===== src/sv/ldp_pkg.sv =====
`timescale 1ns / 1ps
`default_nettype none

package ldp_pkg;

  // Request codes carried in the slave-side tuser.
  localparam logic [2:0] REQ_PUSH_FRONT = 3'd0;
  localparam logic [2:0] REQ_PUSH_BACK  = 3'd1;
  localparam logic [2:0] REQ_POP_FRONT  = 3'd2;
  localparam logic [2:0] REQ_POP_BACK   = 3'd3;
  localparam logic [2:0] REQ_DELETE     = 3'd4;
  localparam logic [2:0] REQ_CLEAR      = 3'd5;

  typedef enum logic [1:0] {
    ST_IDLE,
    ST_EXEC,
    ST_RESP
  } state_t;

  // What a request turns into once it has been checked against the state.
  typedef enum logic [2:0] {
    OP_PUSH_FRONT,
    OP_PUSH_BACK,
    OP_TAKE_FRONT,
    OP_TAKE_BACK,
    OP_UNLINK,
    OP_CLEAR,
    OP_FAIL
  } op_t;

endpackage

`default_nettype wire


===== src/sv/ldp_ram.sv =====
`timescale 1ns / 1ps
`default_nettype none

module ldp_ram #(
  parameter int WIDTH = 32,
  parameter int DEPTH = 16
) (
  input  wire logic                     clk,
  input  wire logic                     we,
  input  wire logic [$clog2(DEPTH)-1:0] waddr,
  input  wire logic [WIDTH-1:0]         wdata,
  input  wire logic [$clog2(DEPTH)-1:0] raddr,
  output logic      [WIDTH-1:0]         rdata
);

  logic [WIDTH-1:0] mem [DEPTH];

  always_ff @(posedge clk) begin
    if (we) begin
      mem[waddr] <= wdata;
    end
    rdata <= mem[raddr];
  end

endmodule

`default_nettype wire


===== src/sv/linked_deque_pool.sv =====
`timescale 1ns / 1ps
`default_nettype none

// Channel  Dir  Group                 Contents
// s_axis   in   s_tvalid/s_tready     tuser: req_type; tdata: data_in, node_handle
// m_axis   out  m_tvalid/m_tready     tuser: ok; tdata: data_out, new_handle,
//                                     count_after, is_empty
//
// A request runs through IDLE, EXEC and RESP: the beat is taken and the node's
// links and payload are read, then the neighbours are rewritten, then the
// result is loaded into the output register. The link memories have
// registered reads. A new beat is taken while the previous result still waits
// on m_tready; the result stage holds until the output register is free.
// Reset (rst, synchronous) empties the pool; the memories are not cleared.

module linked_deque_pool #(
  parameter int POOL_DEPTH = 16,
  parameter int WORD_BITS  = 32,
  localparam int HW        = $clog2(POOL_DEPTH),
  localparam int CW        = $clog2(POOL_DEPTH + 1),
  localparam int IN_BITS   = WORD_BITS + HW,
  localparam int IN_W      = ((IN_BITS + 7) / 8) * 8,
  localparam int OUT_BITS  = WORD_BITS + HW + CW + 1,
  localparam int OUT_W     = ((OUT_BITS + 7) / 8) * 8
) (
  input  wire logic             clk,
  input  wire logic             rst,
  input  wire logic             s_tvalid,
  output logic                  s_tready,
  input  wire logic [2:0]       s_tuser,  // req_type
  input  wire logic [IN_W-1:0]  s_tdata,  // data_in, node_handle, zero fill
  output logic                  m_tvalid,
  input  wire logic             m_tready,
  output logic                  m_tuser,  // ok
  output logic      [OUT_W-1:0] m_tdata   // data_out, new_handle, count_after,
                                          // is_empty, zero fill
);

  ldp_pkg::state_t state, state_next;
  ldp_pkg::op_t    op, op_next;

  logic [POOL_DEPTH-1:0] live;
  logic [HW-1:0]         head, tail;
  logic [CW-1:0]         count;
  logic [HW-1:0]         slot;
  logic [HW-1:0]         node;

  logic                  res_ok;
  logic [WORD_BITS-1:0]  res_data;
  logic [HW-1:0]         res_handle;

  logic [WORD_BITS-1:0]  data_in;
  logic [HW-1:0]         node_handle;
  logic                  accept, exec_en, resp_load;

  logic [POOL_DEPTH-1:0] free_vec, low_free;
  logic [HW-1:0]         free_idx;
  logic                  full;
  logic                  handle_ok;
  logic [HW-1:0]         rd_addr;

  logic                  next_we, prev_we, pay_we;
  logic [HW-1:0]         next_waddr, prev_waddr, next_wdata, prev_wdata;
  logic [HW-1:0]         rd_next, rd_prev;
  logic [WORD_BITS-1:0]  rd_payload;

  assign data_in     = s_tdata[WORD_BITS-1:0];
  assign node_handle = s_tdata[WORD_BITS +: HW];

  // Lowest free node: isolate the lowest set bit of the free vector.
  always_comb begin
    free_vec = ~live;
    low_free = free_vec & (~free_vec + POOL_DEPTH'(1));
    free_idx = '0;
    for (int i = 0; i < POOL_DEPTH; i++) begin
      if (low_free[i]) begin
        free_idx = free_idx | HW'(i);
      end
    end
    full = &live;
  end

  assign handle_ok = ({1'b0, node_handle} < (HW + 1)'(POOL_DEPTH)) &&
                     live[node_handle] && (count != '0);

  // Classify the request against the current state.
  always_comb begin
    op_next = ldp_pkg::OP_FAIL;
    rd_addr = node_handle;
    unique case (s_tuser)
      ldp_pkg::REQ_PUSH_FRONT: if (!full) op_next = ldp_pkg::OP_PUSH_FRONT;
      ldp_pkg::REQ_PUSH_BACK:  if (!full) op_next = ldp_pkg::OP_PUSH_BACK;
      ldp_pkg::REQ_POP_FRONT: begin
        rd_addr = head;
        if (count != '0) op_next = ldp_pkg::OP_TAKE_FRONT;
      end
      ldp_pkg::REQ_POP_BACK: begin
        rd_addr = tail;
        if (count != '0) op_next = ldp_pkg::OP_TAKE_BACK;
      end
      ldp_pkg::REQ_DELETE: begin
        if (handle_ok) begin
          if (node_handle == head) begin
            op_next = ldp_pkg::OP_TAKE_FRONT;
          end else if (node_handle == tail) begin
            op_next = ldp_pkg::OP_TAKE_BACK;
          end else begin
            op_next = ldp_pkg::OP_UNLINK;
          end
        end
      end
      ldp_pkg::REQ_CLEAR: op_next = ldp_pkg::OP_CLEAR;
      default:            op_next = ldp_pkg::OP_FAIL;
    endcase
  end

  // Next state.
  always_comb begin
    state_next = state;
    unique case (state)
      ldp_pkg::ST_IDLE: if (s_tvalid) state_next = ldp_pkg::ST_EXEC;
      ldp_pkg::ST_EXEC: state_next = ldp_pkg::ST_RESP;
      ldp_pkg::ST_RESP: if (!m_tvalid || m_tready) state_next = ldp_pkg::ST_IDLE;
      default:          state_next = ldp_pkg::ST_IDLE;
    endcase
  end

  // Control outputs of the sequencer.
  always_comb begin
    s_tready  = 1'b0;
    exec_en   = 1'b0;
    resp_load = 1'b0;
    unique case (state)
      ldp_pkg::ST_IDLE: s_tready  = 1'b1;
      ldp_pkg::ST_EXEC: exec_en   = 1'b1;
      ldp_pkg::ST_RESP: resp_load = !m_tvalid || m_tready;
      default: ;
    endcase
  end

  assign accept = s_tvalid && s_tready;

  // Memory writes. A push writes the new node as the beat is taken; the
  // neighbour fix-ups follow in the execute cycle, when the read data is back.
  always_comb begin
    next_we    = 1'b0;
    prev_we    = 1'b0;
    pay_we     = 1'b0;
    next_waddr = free_idx;
    prev_waddr = free_idx;
    next_wdata = free_idx;
    prev_wdata = free_idx;
    if (accept && (op_next == ldp_pkg::OP_PUSH_FRONT ||
                   op_next == ldp_pkg::OP_PUSH_BACK)) begin
      next_we = 1'b1;
      prev_we = 1'b1;
      pay_we  = 1'b1;
      if (count != '0 && op_next == ldp_pkg::OP_PUSH_FRONT) next_wdata = head;
      if (count != '0 && op_next == ldp_pkg::OP_PUSH_BACK)  prev_wdata = tail;
    end else if (exec_en) begin
      case (op)
        ldp_pkg::OP_PUSH_FRONT: begin
          prev_we    = (count != '0);
          prev_waddr = head;
          prev_wdata = slot;
        end
        ldp_pkg::OP_PUSH_BACK: begin
          next_we    = (count != '0);
          next_waddr = tail;
          next_wdata = slot;
        end
        ldp_pkg::OP_TAKE_FRONT: begin
          prev_we    = (count > CW'(1));
          prev_waddr = rd_next;
          prev_wdata = rd_next;
        end
        ldp_pkg::OP_TAKE_BACK: begin
          next_we    = (count > CW'(1));
          next_waddr = rd_prev;
          next_wdata = rd_prev;
        end
        ldp_pkg::OP_UNLINK: begin
          next_we    = 1'b1;
          next_waddr = rd_prev;
          next_wdata = rd_next;
          prev_we    = 1'b1;
          prev_waddr = rd_next;
          prev_wdata = rd_prev;
        end
        default: ;
      endcase
    end
  end

  ldp_ram #(.WIDTH(HW), .DEPTH(POOL_DEPTH)) u_next_ram (
    .clk   (clk),
    .we    (next_we),
    .waddr (next_waddr),
    .wdata (next_wdata),
    .raddr (rd_addr),
    .rdata (rd_next)
  );

  ldp_ram #(.WIDTH(HW), .DEPTH(POOL_DEPTH)) u_prev_ram (
    .clk   (clk),
    .we    (prev_we),
    .waddr (prev_waddr),
    .wdata (prev_wdata),
    .raddr (rd_addr),
    .rdata (rd_prev)
  );

  ldp_ram #(.WIDTH(WORD_BITS), .DEPTH(POOL_DEPTH)) u_payload_ram (
    .clk   (clk),
    .we    (pay_we),
    .waddr (free_idx),
    .wdata (data_in),
    .raddr (rd_addr),
    .rdata (rd_payload)
  );

  // Sequencer and list registers.
  always_ff @(posedge clk) begin
    if (rst) begin
      state    <= ldp_pkg::ST_IDLE;
      live     <= '0;
      head     <= '0;
      tail     <= '0;
      count    <= '0;
      m_tvalid <= 1'b0;
    end else begin
      state <= state_next;
      if (exec_en) begin
        case (op) inside
          ldp_pkg::OP_PUSH_FRONT, ldp_pkg::OP_PUSH_BACK: begin
            live[slot] <= 1'b1;
            count      <= count + CW'(1);
            if (count == '0) begin
              head <= slot;
              tail <= slot;
            end else if (op == ldp_pkg::OP_PUSH_FRONT) begin
              head <= slot;
            end else begin
              tail <= slot;
            end
          end
          ldp_pkg::OP_TAKE_FRONT, ldp_pkg::OP_TAKE_BACK: begin
            live[node] <= 1'b0;
            count      <= count - CW'(1);
            if (count > CW'(1)) begin
              if (op == ldp_pkg::OP_TAKE_FRONT) head <= rd_next;
              else tail <= rd_prev;
            end else begin
              head <= '0;
              tail <= '0;
            end
          end
          ldp_pkg::OP_UNLINK: begin
            live[node] <= 1'b0;
            count      <= count - CW'(1);
          end
          ldp_pkg::OP_CLEAR: begin
            live  <= '0;
            head  <= '0;
            tail  <= '0;
            count <= '0;
          end
          default: ;
        endcase
      end
      if (resp_load) begin
        m_tvalid <= 1'b1;
      end else if (m_tready) begin
        m_tvalid <= 1'b0;
      end
    end
  end

  // Beat payload and result holding registers.
  always_ff @(posedge clk) begin
    if (accept) begin
      op   <= op_next;
      slot <= free_idx;
      node <= rd_addr;
    end
    if (exec_en) begin
      res_ok     <= (op != ldp_pkg::OP_FAIL);
      res_data   <= '0;
      res_handle <= '0;
      case (op) inside
        ldp_pkg::OP_PUSH_FRONT, ldp_pkg::OP_PUSH_BACK: res_handle <= slot;
        ldp_pkg::OP_TAKE_FRONT, ldp_pkg::OP_TAKE_BACK, ldp_pkg::OP_UNLINK:
          res_data <= rd_payload;
        default: ;
      endcase
    end
    if (resp_load) begin
      m_tuser <= res_ok;
      m_tdata <= OUT_W'({(count == '0), count, res_handle, res_data});
    end
  end

endmodule

`default_nettype wire

===== config.mk =====
export PLATFORM = sky130hd
export DESIGN_NAME = linked_deque_pool
export DESIGN_NICKNAME = d
export VERILOG_FILES = /design/src/sv/ldp_pkg.sv /design/src/sv/ldp_ram.sv /design/src/sv/linked_deque_pool.sv
export SDC_FILE = /design/constraint.sdc
export NUM_CORES = 1
export LEC_CHECK = 0
export BUFFER_PORTS_ARGS = -buffer_cell sky130_fd_sc_hd__buf_2
export CAP_MARGIN = 15
export CORE_AREA = 2 2 239 241
export DETAILED_ROUTE_END_ITERATION = 6
export DIE_AREA = 0 0 241 243
export PLACE_DENSITY = 0.73
export SLEW_MARGIN = 20
export SYNTH_ARGS = -nofsm -noshare
export SYNTH_HDL_FRONTEND = slang
export SYNTH_HIERARCHICAL = 1
export SYNTH_SLANG_ARGS = --single-unit

===== constraint.sdc =====
create_clock -name clk -period 5.5 [get_ports clk]
set_clock_uncertainty 0.15 [all_clocks]
set_input_delay 1.1 -clock clk [delete_from_list [all_inputs] [get_ports clk]]
set_output_delay 1.1 -clock clk [all_outputs]
set_load 0.01 [all_outputs]

# After elaboration in Yosys (flattened, before gate mapping)
# Memory sizes are Yosys's and may differ from the RTL's. A register that Yosys moved wholly into a read port is not among the register bits.
# Index checks and enable logic that the tools add are counted.
# word_totals
output_inout_bits,51
input_bits,47
n_memories,3
register_bits,123
wordCells,173
ram_bits,640
# memory_table
memory,words,width,rd,rd_clocked_by_memory_dff,wr,line,source
u_payload_ram.mem,16,32,1,1,1,ldp_ram.sv:16,logic [WIDTH-1:0] mem [DEPTH];
u_next_ram.mem,16,4,1,1,1,ldp_ram.sv:16,
u_prev_ram.mem,16,4,1,1,1,ldp_ram.sv:16,
# op_classes
bitwise,7
order_cmp,6
n_eq_ne,23
add_sub_neg,3
n_reduce_logical,30
muxes,87
# ops
op,n
$mux W4,32
$mux W16,4
$not A16 Y16,3
$mux W3,11
$and A16 B16 Y16,2
$pmux W4 S2,3
$pmux W4 S3,2
$mux W1,20
$mux W5,4
$pmux W3 S6,1
$add A16 B1 Y16 const B,1
$or A16 B16 Y16,1
$reduce_and A16 Y1,1
$lt A4 B5 Y1 const B,3
$eq A3 B2 Y1 const B,4
$eq A3 B3 Y1 const B,4
$reduce_and A5 Y1,2
$eq A3 B1 Y1 const B,3
$logic_not A3 Y1,3
$ne A3 B3 Y1 const B,3
$demux W1 S4,2
$eq A4 B4 Y1,2
$ge A4 B1 Y1 const B,2
$mux W2,4
24 further kinds,39

# Depth between registers and ports, before layout
# Gate-level depths: netlist of run 1.
# depth
word_depth,22
depth_mapped,11
ltp_nobuf,11

# Cells and area by module
# The synthesis of run 1 kept the hierarchy.
# modules_own_cells
mod,seq_area_each_um2,area_each_um2,cells_each,n_inst
ldp_ram (u_payload_ram),16015.4,19835.3,838,1
linked_deque_pool,3373.2,6009.5,581,1
ldp_ram (u_next_ram ...),2001.9,2666.3,130,2

# Worst setup path after synthesis of run 1
# OpenSTA, ideal clock, no wires.
# synth_timing
path_kind,input to register
start,input port s_tdata[33]
end,memory u_payload_ram.mem[0][0] (enable)
path_slack_ns,-0.312
stages,9
t_required_ns,4.889
arrival_time_ns,5.201
cell_sequence,buf_4 -> mux4_2 -> a2bb2oi_1 -> a22o_1 -> a31oi_2 -> nand4b_2 -> inv_1 -> or3b_2 -> nor3_1
# synth_via
elab_chain_len,11
word_cells_on_any_way,16
classes_between,eq/ne: 3; mux: 9; reduce/logical: 4
# synth_lines
item,line,source
"start, declared",linked_deque_pool.sv:31,"input wire logic [IN_W-1:0] s_tdata,"
$bmux W1 S4 or $eq A4 B4 Y1 (tied branches),"linked_deque_pool.sv:84, linked_deque_pool.sv:105",
$mux W1 (implied by the code) or $mux W3 (tied branches),"linked_deque_pool.sv:84, linked_deque_pool.sv:105",
$logic_and A1 B1 Y1 or $mux W3 (tied branches),"linked_deque_pool.sv:84, linked_deque_pool.sv:103",
$mux W3 (*),linked_deque_pool.sv:102,if (handle_ok) begin
$pmux W3 S6 (*),linked_deque_pool.sv:90,unique case (s_tuser)
named net op_next[2],linked_deque_pool.sv:40,"ldp_pkg::op_t op, op_next;"
$eq A3 B1 Y1 or $logic_not A3 Y1 (tied branches),"linked_deque_pool.sv:154, linked_deque_pool.sv:153",
$logic_or A1 B1 Y1 (*),linked_deque_pool.sv:153,if (accept && (op_next == ldp_pkg::OP_PUSH_FRONT ||
$logic_and A1 B1 Y1 (*),linked_deque_pool.sv:153,
$mux W1 (*),linked_deque_pool.sv:153,
named net pay_we,linked_deque_pool.sv:62,"logic next_we, prev_we, pay_we;"
$mux W1 (*),ldp_ram.sv:19,if (we) begin
$mux W1 (implied by the code) (*),ldp_ram.sv:20,mem[waddr] <= wdata;
"end, declared",ldp_ram.sv:16,
# Mark *: on every way through the listed nets, which the timed path passes. The rest lies on a longest branch. The select of a mux whose other input is x is not followed.

# Worst setup path in the final report of run 1
# layout_timing
start,register count[0]
end,memory u_payload_ram.mem[1][8] (enable)
# layout_via
elab_chain_len,10
word_cells_on_any_way,13
classes_between,eq/ne: 1; mux: 7; reduce/logical: 5
# layout_lines
item,line,source
"start, declared",linked_deque_pool.sv:44,logic [CW-1:0] count;
"start signal, assigned",linked_deque_pool.sv:237,count <= count + CW'(1);
"start signal, assigned",linked_deque_pool.sv:249,count <= count - CW'(1);
"start signal, assigned",linked_deque_pool.sv:260,count <= count - CW'(1);
$reduce_bool A5 Y1 (*),"linked_deque_pool.sv:84, linked_deque_pool.sv:95, linked_deque_pool.sv:99",
$logic_and A1 B1 Y1,linked_deque_pool.sv:84,live[node_handle] && (count != '0);
$mux W3,linked_deque_pool.sv:102,
$pmux W3 S6 (*),linked_deque_pool.sv:90,
named net op_next[2],linked_deque_pool.sv:40,
$eq A3 B1 Y1 or $logic_not A3 Y1 (tied branches),"linked_deque_pool.sv:154, linked_deque_pool.sv:153",
$logic_or A1 B1 Y1 (*),linked_deque_pool.sv:153,
$logic_and A1 B1 Y1 (*),linked_deque_pool.sv:153,
$mux W1 (*),linked_deque_pool.sv:153,
named net pay_we,linked_deque_pool.sv:62,
$mux W1 (*),ldp_ram.sv:19,
$mux W1 (implied by the code) (*),ldp_ram.sv:20,
# Mark *: on every way through the listed nets, which the timed path passes. The rest lies on a longest branch.

==> results.ini, run 1 <==
[final_layout]
nNetsFinal = 1865
n_antenna_cell = 0
drive_gt1_frac = 0.223
n_fill_cell = 3823
area_growth_pct = 14.0
final_cells = 2637

[placement]
io_buffers = 87
place_inst = 2485
pre_cts_slack_ns = 0.838
routabilityCongestion = 0.904
hpwl_mm = 38.3

[synthesis]
synth_ff_type = edfxtp_1
ys_warn_count = 6
yosysUniqueCellTypes = 57
synth_edf_count = 731
syn_area_um2 = 31200
yosysSeqAreaShare = 0.750
syn_area_per_cell_um2 = 18.6
synth_seq_cells = 803
async_reset_ff_frac = 0
synthCells = 1679

[timing]
min_period_ns = 4.28
fmax_mhz = 234
hold_viol = 0
slew_headroom = 0.281
period_share = 0.778
worst_pin_slew_ns = 1.08
setup_tns_ns = 0
setup_viol = 0
fin_ws_ns = 1.22
finalMaxSlewViolations = 0
rsz0062_at_grt = no

[clock_network]
clkSinkCount = 803
cts_setup_buffers = 0
ctsResizeCount = 0
cts-buffers-inserted = 80
clk_pin_slew_ns = 0.06
cts_root_buf = clkbuf_16
cts_max_level = 3
clock_latency_ns = 0.64
cts_tree = yes
cts-hold-fix-buffers = 0
clockBufferDepth = 3

[power_and_ir_drop]
p_int_mw = 10.2
power_frac_clock = 0.420
p_switching_mw = 2.76
p_seq_frac = 0.526
ir_worst_vdd_v = 0.000280
switching_share = 0.214
power-per-cell-area_nw_per_um2 = 364
comb_power_share = 0.055
p_leak_nw = 11.5

[grt]
grt_pass1_wl_mm = 102
grt_pass1_vias = 16600
grt_max_degree = 53
antenna_found_initial = 9
grt_usage = 0.236
grt-ovfl-total = 0

[worst_setup_path]
end_kind = flop
cp-start-kind = flop
crit_required_ns = 5.68
crit_fanout = 20
cp.arrival_ns = 4.46
critical_path_class = flop to flop

[floorplan]
dieArea_um2 = 58600
die_height_um = 243
fp.dieW_um = 241
ios = 98
core-area_um2 = 56000
initial_core_util = 0.557
rows = 87

[route]
drc = 0
drtAntennaViolNets = 0
routed_wl_mm = 67.1
drt-vias-per-instance = 6.17
drtIter0Drc = 1534
vias = 16300
drt_pass1_iterations = 5
wire_per_inst_um = 25.4

[hold_path]
hp-class = flop to flop

[outcome]
status = finished clean

[run]
cap_violations = 0

-- layer usage --
layer  share of wire  global-route usage  up-vias  wire length (µm)
met5         0.00082                   0        -                55
met4           0.029              0.0770        8              1950
met3           0.070              0.0455      150              4670
met2            0.50               0.387      645             33800
met1            0.40               0.322     8417             26600
li1                -                   -     7061                 -
-- synth_stat cells (all sizes together) (4+ instances only) --
| cell type | instances | area (µm²) |
|---|---|---|
| a22oi | 80 | 606 |
| xnor2 | 4 | 35.0 |
| a221oi | 5 | 43.8 |
| a211oi | 15 | 113 |
| nand4 | 4 | 25.0 |
| a211o | 6 | 52.6 |
| nand3b | 7 | 52.6 |
| nand2 | 99 | 372 |
| nor3 | 25 | 125 |
| a21oi | 44 | 220 |
| mux4 | 162 | 3750 |
| nand3 | 29 | 145 |
| o21ai | 46 | 230 |
| nor2 | 81 | 304 |
| clkbuf | 45 | 169 |
| a31oi | 17 | 113 |
| buf | 42 | 285 |
| and2 | 37 | 231 |
| nor2b | 14 | 87.6 |
| a311oi | 5 | 50.0 |
| dfxtp | 72 | 1440 |
| xor2 | 5 | 43.8 |
| inv | 21 | 78.8 |
| ha | 4 | 50.1 |
| o22ai | 5 | 31.3 |
| and3 | 8 | 50.1 |
| nand2b | 23 | 144 |
| edfxtp | 731 | 22000 |
| mux2i | 13 | 130 |
-- worst paths after layout --
kind	start	slack (ns)	depth (start not counted)	end
worst max-delay path	count[0]	1.22	12	u_payload_ram/mem[1][8]
worst min-delay path	res_data[0]	0.27	0	m_tdata[0]
worst max register to register	count[0]	1.22	12	u_payload_ram/mem[1][8]
worst min register to register	res_data[0]	0.27	0	m_tdata[0]
-- worst max-delay path: stages, from the launching register on --
cell and delay, ns:
dfxtp_1 0.42, inv_1 0.14, ha_1 0.21, or4b_4 0.27
clkinv_4 0.09, a311oi_1 0.37, a22o_1 0.21, a31oi_2 0.10
nand4b_2 0.36, inv_1 0.28, or3b_2 0.61, nor2_4 0.49
buf_12 0.27
-- cells by family (layout without fill, tap and decap cells) --
kind of cell,Yosys count,count (layout),share of synthesized area
xor gates and xnor gates,9,9,0.00253
AOI/OAI and AO/OA,240,240,0.0512
buffers and inverters,109,306,0.0174
adders and majority gates,4,4,0.00161
muxes,175,175,0.125
and+or+nand+nor,338,338,0.0523
other,1,6,0.000120
DFF,803,803,0.750
-- metrics by stage --
step	hold slack (ns)	util	total power, mW	cell area (µm²)
4_1_cts	0.269	0.634	13.0	35500
2_1_floorplan	0.250	-	7.37	31200
3_3_place_gp	0.251	0.587	7.60	32800
6_report	0.267	0.635	12.9	35600
5_1_grt	0.271	0.635	13.3	35600
3_5_place_dp	0.255	0.587	7.62	32800
-- placed cells by master (no fill, tap or decap), types with 8 or more instances in the layout --
master / count
nand3_1: 29
mux2i_1: 13
nand2_1: 99
and3_1: 8
nor2_4: 13
nor2_1: 68
mux4_1: 28
inv_1: 20
nor2b_1: 11
buf_4: 30
dfxtp_1: 72
a211oi_1: 15
clkinv_1: 16
and2_1: 36
clkbuf_1: 20
nand2b_1: 22
clkbuf_16: 82
a21oi_1: 44
buf_12: 17
mux4_2: 134
nor3_1: 21
a31oi_1: 16
edfxtp_1: 731
a22oi_1: 79
clkinv_2: 10
o21ai_0: 41
buf_2: 87
-- power by group through the flow --
stage	Sequential [mW]	Clock, mW	Combinational (mW)
2_1_floorplan	6.90	0	0.470
3_3_place_gp	6.92	0	0.686
3_5_place_dp	6.92	0	0.702
4_1_cts	6.79	5.51	0.707
5_1_grt	6.80	5.74	0.770
6_report	6.79	5.42	0.707
-- flip-flops by register name, indices dropped and copies added, names as in the netlist, 4 cells and up --
name	flops
u_payload_ram/mem	512
u_next_ram/mem	64
u_prev_ram/mem	64
m_tdata	42
res_data	32
u_payload_ram/rdata	32
live	16
count	5
head	4
node	4
res_handle	4
slot	4
tail	4
u_next_ram/rdata	4
u_prev_ram/rdata	4
-- layout make-up --
class	instances	area, µm²	area share
clock buffer	105	2170	0.0610
tap	756	946	0.0266
clock inverter	44	494	0.0139
timing repair buffer	135	1030	0.0289
sequential	803	23400	0.658
inverter	22	87.6	0.00246
multi-input combinational	772	7430	0.209
No activity file was read; power rests on OpenSTA's default activity.
==> run 2, diff against run 1 <==
==> constraint.sdc (replaced) <==
create_clock -name clk -period 3.7 [get_ports clk]
set_clock_uncertainty 0.15 [all_clocks]
set_input_delay 0.74 -clock clk [delete_from_list [all_inputs] [get_ports clk]]
set_output_delay 0.74 -clock clk [all_outputs]
set_load 0.01 [all_outputs]
==> results.ini, run 2 (synthesis gave the netlist of run 1 again) <==
[worst_setup_path]
crit_chain = inv_1 -> ha_1 -> or4b_4 -> clkinv_4 -> a311oi_2 -> a22o_1 -> a31oi_2 -> nand4b_4 -> inv_2 -> or3b_4 -> nor3_4 -> buf_12
cp.depth = 12  ; unchanged
cp_num_buf_inv = 4  ; unchanged
setup.worst_path.end = u_payload_ram/mem[0][23]
crit_required_ns = 3.87  ; -1.81 ns
cp_top_family = simple AND/OR/NAND/NOR gates
crit_fanout = 16  ; -20%
cp.arrival_ns = 3.76  ; -0.70 ns
slowest_delay_ns = 0.47  ; -0.14 ns
end_kind = flop
startpoint = count[0]
cp-start-kind = flop
ff2ff_path_depth = 12  ; unchanged
r2r_slack_ns = 0.11  ; -1.11 ns
critical_path_class = flop to flop
cp_slowest_cell = or3b_4
r2r-end = u_payload_ram/mem[0][23]
rr_startpoint = count[0]

[placement]
routabilityCongestion = 0.906  ; +0.19%
hpwl_mm = 41.2  ; +7.6%
io_buffers = 87  ; unchanged
dpl_cell_area_um2 = 33600  ; +2.5%

[final_layout]
top_regs = u_payload_ram/mem (512), u_next_ram/mem (64), u_prev_ram/mem (64)
largest-register = u_payload_ram/mem
final_cell_mix = 731 x edfxtp_1, 134 x mux4_2, 99 x nand2_1
n_fill_cell = 3807  ; -0.42%
area_growth_pct = 16.0
nNetsFinal = 1932  ; +3.6%
drive_gt1_frac = 0.254  ; +0.0314
final_common_cell = edfxtp_1
final_area_um2 = 36200  ; +1.8%
largest_reg_flops = 512  ; unchanged
fin_util = 0.647  ; +0.0112

[power_and_ir_drop]
p_leak_nw = 11.9  ; +3.0%
finalPower_mw = 19.0  ; +47%
ir_worst_vdd_v = 0.000531  ; +90%
power-per-cell-area_nw_per_um2 = 525  ; +44%

[clock_network]
cts_setup_buffers = 0  ; unchanged
ctsResizeCount = 0  ; unchanged
cts-hold-fix-buffers = 0  ; unchanged
clkSinkCount = 803  ; unchanged
clock_latency_ns = 0.62  ; -0.02 ns
cts-buffers-inserted = 80  ; unchanged
clk_pin_slew_ns = 0.06  ; about the same
clockBufferDepth = 3  ; unchanged
cts_max_level = 3  ; unchanged
cts_root_buf = clkbuf_16
cts_tree = yes

[outcome]
violations = DRC
status = finished with violations

[route]
routed_wl_mm = 68.9  ; +2.7%
drt-vias-per-instance = 6.10  ; -1.2%
drt_pass1_iterations = 7  ; +2
vias = 16500  ; +1.2%
wire_per_inst_um = 25.5  ; +0.29%
drc = 9  ; +9
drtIter0Drc = 1535  ; +0.065%
drtAntennaViolNets = 0  ; unchanged

[grt]
antenna_found_initial = 5  ; -4
grt_max_degree = 54  ; +1.9%
grt_pass1_wl_mm = 104  ; +2.0%
grt-ovfl-total = 0  ; unchanged
grt_usage = 0.242  ; +0.00554
grt_pass1_vias = 17100  ; +2.9%

[timing]
worst_pin_slew_ns = 0.951  ; -0.127 ns
slew_headroom = 0.365  ; +0.0832
setup_tns_ns = 0  ; unchanged
finalMaxSlewViolations = 0  ; unchanged
hold_viol = 0  ; unchanged
min_period_ns = 3.59  ; -0.687 ns
period_share = 0.971  ; +0.193
setup_viol = 0  ; unchanged
fmax_mhz = 278  ; +19%
rsz0062_at_grt = no

[floorplan]
initial_core_util = 0.557  ; unchanged
core-area_um2 = 56000  ; unchanged
dieArea_um2 = 58600  ; unchanged
rows = 87  ; unchanged
ios = 98  ; unchanged
die_height_um = 243  ; unchanged
fp.dieW_um = 241  ; unchanged

[run]
cap_violations = 0  ; unchanged

[hold_path]
hold_start = res_data[15]
hp-class = flop to flop

==> run 2: cell types whose count changed in the layout (fill, tap and decap cells not counted), moves of 3 or more <==
cell	previous run	this run
clkbuf_8	3	7
buf_4	30	81
nor3_4	1	4
clkinv_16	3	0
nor3_2	3	0
clkinv_1	16	5
clkinv_2	10	14
buf_12	17	34
bufinv_16	7	3
clkbuf_1	20	24
==> run 2: metrics by stage <==
stage	cells	setup WS, ns	hold slack (ns)
detailed placement	2555	-0.0386	0.255
CTS	2700	0.133	0.266
floorplan	1684	-0.0751	0.250
global placement	2555	-0.0236	0.251
finish	2701	0.108	0.263
global route	2701	0.00758	0.271
==> run 2: final cells by class <==
type	instances	area, µm²	area share
Sequential cell	803	23400	0.647
Multi-Input combinational cell	772	7490	0.207
Clock buffer	113	2240	0.0619
Timing Repair Buffer	202	1720	0.0477
Tap cell	756	946	0.0261
Clock inverter	32	303	0.00837
Inverter	22	87.6	0.00242
Antenna cell	1	2.50	0.0000692
==> run 2: how the worst min path moves through the flow <==
stage / to / slack, ns / cells after the start
CTS: m_tdata[15] / 0.27 / 0
floorplan: m_tdata[0] / 0.25 / 0
finish: m_tdata[15] / 0.26 / 0
global placement: m_tdata[11] / 0.25 / 0
detailed placement: m_tdata[5] / 0.26 / 0
global route: m_tdata[15] / 0.27 / 0
==> run 2: layer usage <==
layer,routed length [µm],vias up,track usage
li1,-,7198,-
met1,27000,8453,0.320
met2,35100,672,0.404
met3,4750,155,0.0486
met4,2080,6,0.0802
met5,47,-,0
==> run 2: power by group <==
group	switching, mW	internal [mW]	leakage [nW]
clock	3.32	4.47	1.24
sequential	0.0704	10.0	7.23
combinational	0.657	0.453	3.42
total	4.04	14.9	11.9
==> run 3, diff against run 2 <==
--- a/config.mk
+++ b/config.mk
@@ -6,11 +6,10 @@
 export NUM_CORES = 1
 export LEC_CHECK = 0
 export BUFFER_PORTS_ARGS = -buffer_cell sky130_fd_sc_hd__buf_2
-export CAP_MARGIN = 15
 export CORE_AREA = 2 2 239 241
 export DETAILED_ROUTE_END_ITERATION = 6
 export DIE_AREA = 0 0 241 243
-export PLACE_DENSITY = 0.73
+export PLACE_DENSITY = 0.76
 export SLEW_MARGIN = 20
 export SYNTH_ARGS = -nofsm -noshare
 export SYNTH_HDL_FRONTEND = slang
==> results.ini, run 3 (synthesis gave the netlist of run 1 again) <==
[floorplan]
initial_core_util = 0.557  ; unchanged
core-area_um2 = 56000  ; unchanged
dieArea_um2 = 58600  ; unchanged
fp.dieW_um = 241  ; unchanged
ios = 98  ; unchanged
rows = 87  ; unchanged
die_height_um = 243  ; unchanged

[worst_setup_path]
crit_top_cell = buf_4
cp_slowest_cell = or3b_2
r2r-end = u_next_ram/mem[2][2]
cp-start-kind = flop
crit_required_ns = 3.84  ; -0.03 ns
slowest_delay_ns = 0.55  ; +0.08 ns
setup.worst_path.end = u_next_ram/mem[2][2]
crit_chain = inv_1 -> ha_1 -> or4b_4 -> clkinv_4 -> a311oi_2 -> a22oi_2 -> buf_4 -> o21bai_2 -> nand4b_4 -> buf_4 -> o21ai_0 -> or3b_2 -> nor2_1
rr_startpoint = count[0]
r2r_slack_ns = 0.16  ; +0.05 ns
startpoint = count[0]
cp.arrival_ns = 3.68  ; -0.08 ns
end_kind = flop
ff2ff_path_depth = 13  ; +1
critical_path_class = flop to flop
crit_fanout = 6  ; -10

[timing]
worst_pin_slew_ns = 1.17  ; +0.216 ns
min_period_ns = 3.54  ; -0.0506 ns
hold_viol = 0  ; unchanged
slew_headroom = 0.222  ; -0.143
fmax_mhz = 282  ; +1.4%
setup_viol = 0  ; unchanged
fin_ws_ns = 0.159  ; +0.0506 ns
rsz0062_at_grt = no
period_share = 0.957  ; -0.0137
finalMaxSlewViolations = 0  ; unchanged

[grt]
grt_max_degree = 77  ; +43%
grt_pass1_vias = 17100  ; -0.12%
antenna_found_initial = 7  ; +2
grt_usage = 0.246  ; +0.00401
grt-ovfl-total = 0  ; unchanged
grt_pass1_wl_mm = 106  ; +1.9%

[power_and_ir_drop]
power-per-cell-area_nw_per_um2 = 536  ; +2.1%
ir_worst_vdd_v = 0.000467  ; -12%
finalPower_mw = 19.5  ; +2.5%
p_leak_nw = 11.9  ; +0.43%

[placement]
pre_cts_slack_ns = -0.164  ; -0.125 ns
hpwl_mm = 40.0  ; -2.9%
io_buffers = 87  ; unchanged
routabilityCongestion = 0.942  ; +4.0%

[clock_network]
clock_latency_ns = 0.63  ; about the same
cts_setup_buffers = 0  ; unchanged
cts-buffers-inserted = 79  ; -1.3%
cts_max_level = 3  ; unchanged
cts_tree = yes
clkSinkCount = 803  ; unchanged
clk_pin_slew_ns = 0.06  ; about the same
clockBufferDepth = 3  ; unchanged
cts_root_buf = clkbuf_16

[final_layout]
area_growth_pct = 16.5
top_regs = u_payload_ram/mem (512), u_next_ram/mem (64), u_prev_ram/mem (64)
n_fill_cell = 3697  ; -2.9%
final_common_cell = edfxtp_1
largest_reg_flops = 512  ; unchanged
fin_util = 0.649  ; +0.00233
final_cell_mix = 731 x edfxtp_1, 134 x mux4_2, 99 x nand2_1
seq_area_um2 = 23400  ; unchanged
drive_gt1_frac = 0.258  ; +0.00400
multi_input_area_um2 = 7510  ; +0.27%
nNetsFinal = 1925  ; -0.36%
largest-register = u_payload_ram/mem

[route]
drtIter0Drc = 1674  ; +9.1%
vias = 16800  ; +1.7%
drtAntennaViolNets = 0  ; unchanged
drt_pass1_iterations = 5  ; -2
drc = 0  ; -9
drt-vias-per-instance = 6.21  ; +1.8%
routed_wl_mm = 70.0  ; +1.6%
wire_per_inst_um = 25.9  ; +1.6%

[hold_path]
hp-class = flop to flop

[outcome]
status = finished clean

[run]
cap_violations = 0  ; unchanged

run 3: cell types whose count changed in the layout (fill, tap and decap cells not counted), sizes merged:
cell    change
bufinv      +7
diode       +1
inv         +2
buf         -6
clkbuf      -7
clkinv      +1
run 3: critical path, delay by kind of cell (launching register included):
| kind | cells | cell delay, ns |
|---|---|---|
| buffers and inverters | 4 | 0.49 |
| adder cells (fa/ha/maj) | 1 | 0.18 |
| AND/OR/NAND/NOR | 4 | 1.27 |
| AO/OA/AOI/OAI | 4 | 0.78 |
| flip-flops | 1 | 0.33 |
run 3: worst min path at each step:
stage | start | to | slack [ns] | cells past startpoint
2_1_floorplan | res_data[0] | m_tdata[0] | 0.25 | 0
3_3_place_gp | res_data[3] | m_tdata[3] | 0.25 | 0
3_5_place_dp | res_data[30] | m_tdata[30] | 0.25 | 0
4_1_cts | res_data[9] | m_tdata[9] | 0.27 | 0
5_1_grt | res_data[11] | m_tdata[11] | 0.27 | 0
6_report | res_data[28] | m_tdata[28] | 0.27 | 0
run 3: timing repair:
item / CTS / global route
endpoints found under the hold margin: 0 / 0
hold buffers: 0 / 0
gates resized for setup: 0 / 4
endpoints found under the setup margin: 0 / 35
run 3: power by group:
part           switching [mW]  internal, mW
combinational           0.664         0.459
clock                    3.38          4.87
sequential             0.0702          10.0
run 3: final cells by class:
class / count / area share
flip-flops and latches: 803 / 0.644
multi-input cells: 772 / 0.207
clock buffers: 106 / 0.0597
repair buffers: 196 / 0.0462
well taps: 756 / 0.0261
clock inverters: 42 / 0.0144
inverters: 22 / 0.00241
diodes: 2 / 0.000138
run 3: through the flow:
| stage | hold WS (ns) | instances | cell area, µm² | TNS [ns] |
|---|---|---|---|---|
| 2_1_floorplan | 0.250 | 1684 | 31300 | -2.40 |
| 3_3_place_gp | 0.252 | 2549 | 33600 | -3.30 |
| 3_5_place_dp | 0.255 | 2549 | 33600 | -8.08 |
| 4_1_cts | 0.268 | 2697 | 36300 | 0 |
| 5_1_grt | 0.272 | 2698 | 36300 | 0 |
| 6_report | 0.265 | 2699 | 36300 | 0 |
run 3: metal layers:
metal | up-vias | wire, µm | GRT usage
li1 | 7183 | - | -
met1 | 8639 | 27100 | 0.330
met2 | 790 | 35500 | 0.408
met3 | 143 | 5290 | 0.0442
met4 | 8 | 2040 | 0.0857
met5 | - | 48 | 0
